==> config.mk <==
export PLATFORM = sky130hd
export DESIGN_NAME = hisamp_ctrl
export DESIGN_NICKNAME = d
export VERILOG_FILES = /design/src/hw/rtl/hisamp_pkg.sv /design/src/hw/rtl/hisamp_ctrl.sv
export SDC_FILE = /design/constraint.sdc
export NUM_CORES = 1
export LEC_CHECK = 0
export ABC_AREA = 1
export BUFFER_PORTS_ARGS = -buffer_cell sky130_fd_sc_hd__buf_2
export CAP_MARGIN = 0
export CELL_PAD_IN_SITES_DETAIL_PLACEMENT = 1
export CELL_PAD_IN_SITES_GLOBAL_PLACEMENT = 1
export CORE_MARGIN = 3
export CORE_UTILIZATION = 38
export DETAILED_ROUTE_END_ITERATION = 16
export GPL_TIMING_DRIVEN = 0
export PLACE_DENSITY = 0.81
export RECOVER_POWER = 100
export SLEW_MARGIN = 25
export SYNTH_ARGS = -nofsm -noshare
export SYNTH_HDL_FRONTEND = slang
export SYNTH_SLANG_ARGS = --single-unit
==> constraint.sdc <==
create_clock -name clk_i -period 2.63 [get_ports clk_i]
set_input_delay 0.263 -clock clk_i [delete_from_list [all_inputs] [get_ports clk_i]]
set_output_delay 0.263 -clock clk_i [all_outputs]
set_load 0.05 [all_outputs]
==> src/hw/rtl/hisamp_pkg.sv <==
// ----------------------------------------------------------------------------
// hisamp_pkg
// shared types and constants of the hermite inverse cdf sampler
// ----------------------------------------------------------------------------
`default_nettype none

package hisamp_pkg;

  typedef enum logic [1:0] {
    KIND_INV   = 2'd0,
    KIND_DENS  = 2'd1,
    KIND_GUIDE = 2'd2,
    KIND_DRAW  = 2'd3
  } kind_e;

  typedef enum logic [3:0] {
    S_IDLE,
    S_GUIDE,
    S_START,
    S_FETCH,
    S_CHECK,
    S_DIV,
    S_SQ,
    S_CUBE,
    S_MULA,
    S_MULB,
    S_DONE
  } state_e;

  localparam int          CoefW     = 48;
  localparam int          BoundW    = 33;
  localparam int          DivSteps  = 32;
  localparam logic [2:0]  LastTerm  = 3'd5;
  localparam logic [32:0] OneQ32    = 33'h1_0000_0000;

  typedef struct packed {
    kind_e              kind;
    logic [7:0]         slot;
    logic [32:0]        cdf_low;
    logic [32:0]        cdf_high;
    logic signed [47:0] coef0;
    logic signed [47:0] coef1;
    logic signed [47:0] coef2;
    logic signed [47:0] coef3;
    logic [7:0]         guide_start;
    logic [31:0]        uniform;
  } in_t;

  typedef struct packed {
    logic signed [47:0] variate;
    logic signed [47:0] density;
    logic [7:0]         interval_index;
  } out_t;

  typedef struct packed {
    logic       load;
    logic       draw_ld;
    logic       guide_ld;
    logic       step;
    logic       capture;
    logic       div_step;
    logic       sq_ld;
    logic       cube_ld;
    logic       mul_a;
    logic       mul_b;
    logic [2:0] term;
    logic       done;
  } cmd_t;

  typedef struct packed {
    logic search_more;
    logic div_needed;
  } sts_t;

endpackage

`default_nettype wire

==> src/hw/rtl/hisamp_ctrl.sv <==
// ----------------------------------------------------------------------------
// hisamp_ctrl
// sequencer for guide lookup, interval search, division and cubic terms
// ----------------------------------------------------------------------------
`default_nettype none

module hisamp_ctrl (
  input  wire logic                 clk_i,
  input  wire logic                 rst_ni,
  input  wire logic                 start,
  input  wire hisamp_pkg::kind_e    kind_i,
  input  wire hisamp_pkg::sts_t     sts_i,
  output hisamp_pkg::cmd_t          cmd_o,
  output logic                      busy
);

  hisamp_pkg::state_e state_q, state_d;
  logic [4:0] div_cnt_q, div_cnt_d;
  logic [2:0] term_q, term_d;

  always_ff @(posedge clk_i or negedge rst_ni) begin
    if (!rst_ni) begin
      state_q   <= hisamp_pkg::S_IDLE;
      div_cnt_q <= '0;
      term_q    <= '0;
    end else begin
      state_q   <= state_d;
      div_cnt_q <= div_cnt_d;
      term_q    <= term_d;
    end
  end

  always_comb begin
    state_d   = state_q;
    div_cnt_d = div_cnt_q;
    term_d    = term_q;
    cmd_o     = '0;
    cmd_o.term = term_q;
    busy      = (state_q != hisamp_pkg::S_IDLE);
    case (state_q)
      hisamp_pkg::S_IDLE: begin
        if (start) begin
          if (kind_i == hisamp_pkg::KIND_DRAW) begin
            cmd_o.draw_ld = 1'b1;
            state_d       = hisamp_pkg::S_GUIDE;
          end else begin
            cmd_o.load = 1'b1;
          end
        end
      end
      hisamp_pkg::S_GUIDE: state_d = hisamp_pkg::S_START;
      hisamp_pkg::S_START: begin
        cmd_o.guide_ld = 1'b1;
        state_d        = hisamp_pkg::S_FETCH;
      end
      hisamp_pkg::S_FETCH: state_d = hisamp_pkg::S_CHECK;
      hisamp_pkg::S_CHECK: begin
        if (sts_i.search_more) begin
          cmd_o.step = 1'b1;
          state_d    = hisamp_pkg::S_FETCH;
        end else begin
          cmd_o.capture = 1'b1;
          div_cnt_d     = '0;
          state_d       = sts_i.div_needed ? hisamp_pkg::S_DIV : hisamp_pkg::S_SQ;
        end
      end
      hisamp_pkg::S_DIV: begin
        cmd_o.div_step = 1'b1;
        div_cnt_d      = div_cnt_q + 5'd1;
        if (div_cnt_q == 5'(hisamp_pkg::DivSteps - 1)) begin
          state_d = hisamp_pkg::S_SQ;
        end
      end
      hisamp_pkg::S_SQ: begin
        cmd_o.sq_ld = 1'b1;
        state_d     = hisamp_pkg::S_CUBE;
      end
      hisamp_pkg::S_CUBE: begin
        cmd_o.cube_ld = 1'b1;
        term_d        = '0;
        state_d       = hisamp_pkg::S_MULA;
      end
      hisamp_pkg::S_MULA: begin
        cmd_o.mul_a = 1'b1;
        state_d     = hisamp_pkg::S_MULB;
      end
      hisamp_pkg::S_MULB: begin
        cmd_o.mul_b = 1'b1;
        if (term_q == hisamp_pkg::LastTerm) begin
          state_d = hisamp_pkg::S_DONE;
        end else begin
          term_d  = term_q + 3'd1;
          state_d = hisamp_pkg::S_MULA;
        end
      end
      hisamp_pkg::S_DONE: begin
        cmd_o.done = 1'b1;
        state_d    = hisamp_pkg::S_IDLE;
      end
      default: state_d = hisamp_pkg::S_IDLE;
    endcase
  end

endmodule

`default_nettype wire

==> impl_metrics.json <==
{
  "grt_pass1_wl_mm": 3.44,
  "io_pins": 22,
  "dp_cells": 157,
  "rsz0062_at_grt": "false",
  "worstPathRequired_ns": 2.37,
  "start_util_pct": 40.7,
  "grt.busiest_layer": "met2",
  "skew_ns": 0.00707,
  "drc": 0,
  "place_congestion": 0.800,
  "final.setup.worst_slack_ns": 0.541,
  "die_area_um2": 2710,
  "worst-path-buf-inv": 2,
  "netlist.area_leader.share_pct": 37.3,
  "grt_pass1_vias": 755,
  "start_kind": "flip-flop",
  "hold_violations": 0,
  "h-tree-depth": 1,
  "tns_ns": 0,
  "syn_area_um2": 806,
  "crit_fanout": 5,
  "finalCriticalPeriod_ns": 2.09,
  "firstDrtPassIters": 3,
  "tritoncts": "yes",
  "drt-total-wl_mm": 1.94,
  "p_switching_mw": 0.616,
  "hold_buffers": 1,
  "wl_per_cell_um": 12.0,
  "placement_rows": 16,
  "synth_edf_count": 0,
  "setup_viol": 0,
  "seqPwrFrac_pct": 29.1,
  "synth_cell_types": 19,
  "power.density_nw_per_um2": 1150,
  "place_ws_ns": 1.11,
  "cpPeakStageDelay_ns": 0.51,
  "dp_hpwl_mm": 1.65,
  "syn_to_final_growth_pct": 18.0,
  "hp-class": "in2reg",
  "avgSynthCellArea_um2": 7.39,
  "yosys_register_bits": 12,
  "syn_nets": 120,
  "numCtsBuffers": 3,
  "power_mw": 1.09,
  "clock_latency_ns": 0.28,
  "p_comb_share_pct": 57.3,
  "slew_violations": 0,
  "worst_slew_pin_slew_ns": 0.633,
  "cts_resized": 0,
  "clkTransAtPathRegs_ns": 0.08,
  "ys_warn_count": 0,
  "yosysTopAreaCell": "dfrtp_1",
  "grt_util_met3_pct": 2.58,
  "cts_root_buffer": "clkbuf_4",
  "crit_path_end_kind": "primary output",
  "status": "finished, final reports clean",
  "antenna_found_initial": 0,
  "p_leak_nw": 0.516,
  "post_cts_buffers": 0,
  "synthCells": 109,
  "n_antenna_cell": 0,
  "drive_above_1_share_pct": 14.1,
  "portBuffers": 21,
  "ys_seq_area_share_pct": 37.3,
  "grt_overflow_total": 0,
  "critPathKind": "reg2out",
  "cap_violations": 0,
  "async_flop_share_pct": 100,
  "finalNonFillerCells": 162,
  "critPathSlowestCell": "clkbuf_1",
  "arrival_ns": 1.83,
  "die_y_um": 52.1,
  "grtUsageMet2_pct": 28.2,
  "clk_path_buf_depth": 2,
  "ant_nets": 0,
  "die_w_um": 52.1,
  "grt.total_usage_pct": 17.1,
  "drt_first_iter_violations": 8,
  "placed_area_um2": 945,
  "timing.hold.ws_ns": 0.411,
  "synth_ff_type": "dfrtp_1",
  "fmaxAchievable_mhz": 479,
  "dr_total_vias": 774,
  "crit_family": "buffers and inverters",
  "postLayoutCoreUtil_pct": 48.0,
  "stdcell_area_um2": 951,
  "p_sw_share_pct": 56.3,
  "ir_drop_uv": 497,
  "grtUsageMet1_pct": 22.9,
  "core_area_um2": 1980,
  "grt_max_degree": 13,
  "synthTopCellsByCount": "nand2_1 (24), nand3_1 (18), inv_1 (13)",
  "nets": 147,
  "ys_top_cells_by_area": "dfrtp_1 (37%), nand3_1 (11%), nand2_1 (11%), ha_1 (6.2%), inv_1 (6.1%)",
  "yosysMostFrequentCell": "nand2_1",
  "crit_chain": "inv_1 -> nand2_1 -> nor2_1 -> clkbuf_1",
  "p_int_mw": 0.479,
  "clock-sinks": 12,
  "slew_headroom_pct": 57.8,
  "period_share_pct": 79.4,
  "pwr-share-clk_pct": 13.6,
  "viasPerCell": 4.78
}
[registers in the layout, indices dropped and copies added (netlist names)]
register and flops:
state_q 4, div_cnt_q 5, term_q 3
[area by class of cell]
type / count / area [µm²]
multi-input combinational: 80 / 419
sequential: 12 / 300
tap: 27 / 33.8
timing repair buffer: 22 / 96.3
clock buffer: 4 / 36.3
inverter: 17 / 65.1
fill: 281 / 1030
[power groups by stage]
stage               sequential [mW]  clock [mW]  combinational, mW
floorplan                     0.373           0              0.465
global placement              0.318           0              0.651
detailed placement            0.327           0              0.671
CTS                           0.324       0.152              0.674
global route                  0.331       0.170              0.702
finish                        0.319       0.149              0.627
[placed cells by master (no fill, tap or decap)]
cell type and count:
nand3_1 18, nand2_2 3, o21ai_1 5, nor3_1 2
dlygate4sd3_1 1, ha_1 4, clkbuf_1 15, a21oi_1 2
nand2_1 26, nor2_1 11, o21ai_0 1, buf_2 6
and2_1 1, xor2_1 2, clkbuf_4 3, inv_2 1
clkinvlp_2 1, nand2_4 2, nand3b_1 1, dfrtp_1 12
nor2_2 1, nor2_4 1, clkbuf_8 1, inv_1 15
[worst paths after layout]
| kind | startpoint | to | slack, ns | cells after the start |
|---|---|---|---|---|
| min reg2reg | div_cnt_q[0] | div_cnt_q[0] | 0.52 | 1 |
| max reg2reg | state_q[3] | div_cnt_q[3] | 0.82 | 6 |
| max | state_q[3] | cmd_o[8] | 0.54 | 4 |
| max in group asynchronous | rst_ni | state_q[1] | 1.71 | 2 |
| min | sts_i[1] | state_q[2] | 0.41 | 4 |
| min in group asynchronous | rst_ni | term_q[2] | 0.51 | 2 |
[layer usage]
layer / up-vias / share of wire (%)
li1: 394 / -
met1: 366 / 45
met2: 10 / 51
met3: 4 / 3.2
met4: 0 / 1.2
met5: - / 0
[worst register-to-register path, stage by stage (launching register included)]
cell	delay, ns
dfrtp_1	0.44
inv_1	0.14
nand2_1	0.11
nor2_1	0.35
clkinvlp_2	0.39
nand3_1	0.17
o21ai_1	0.08
[cells by family after synthesis]
logic type | after synthesis | synth area share, %
AND/OR/NAND/NOR | 66 | 41.2
adder cells (fa/ha/maj) | 4 | 6.21
AO/OA/AOI/OAI | 8 | 4.97
XOR/XNOR | 2 | 2.17
flip-flops | 12 | 37.3
buffers and inverters | 17 | 8.23
Power figures use the tool's default switching activity.
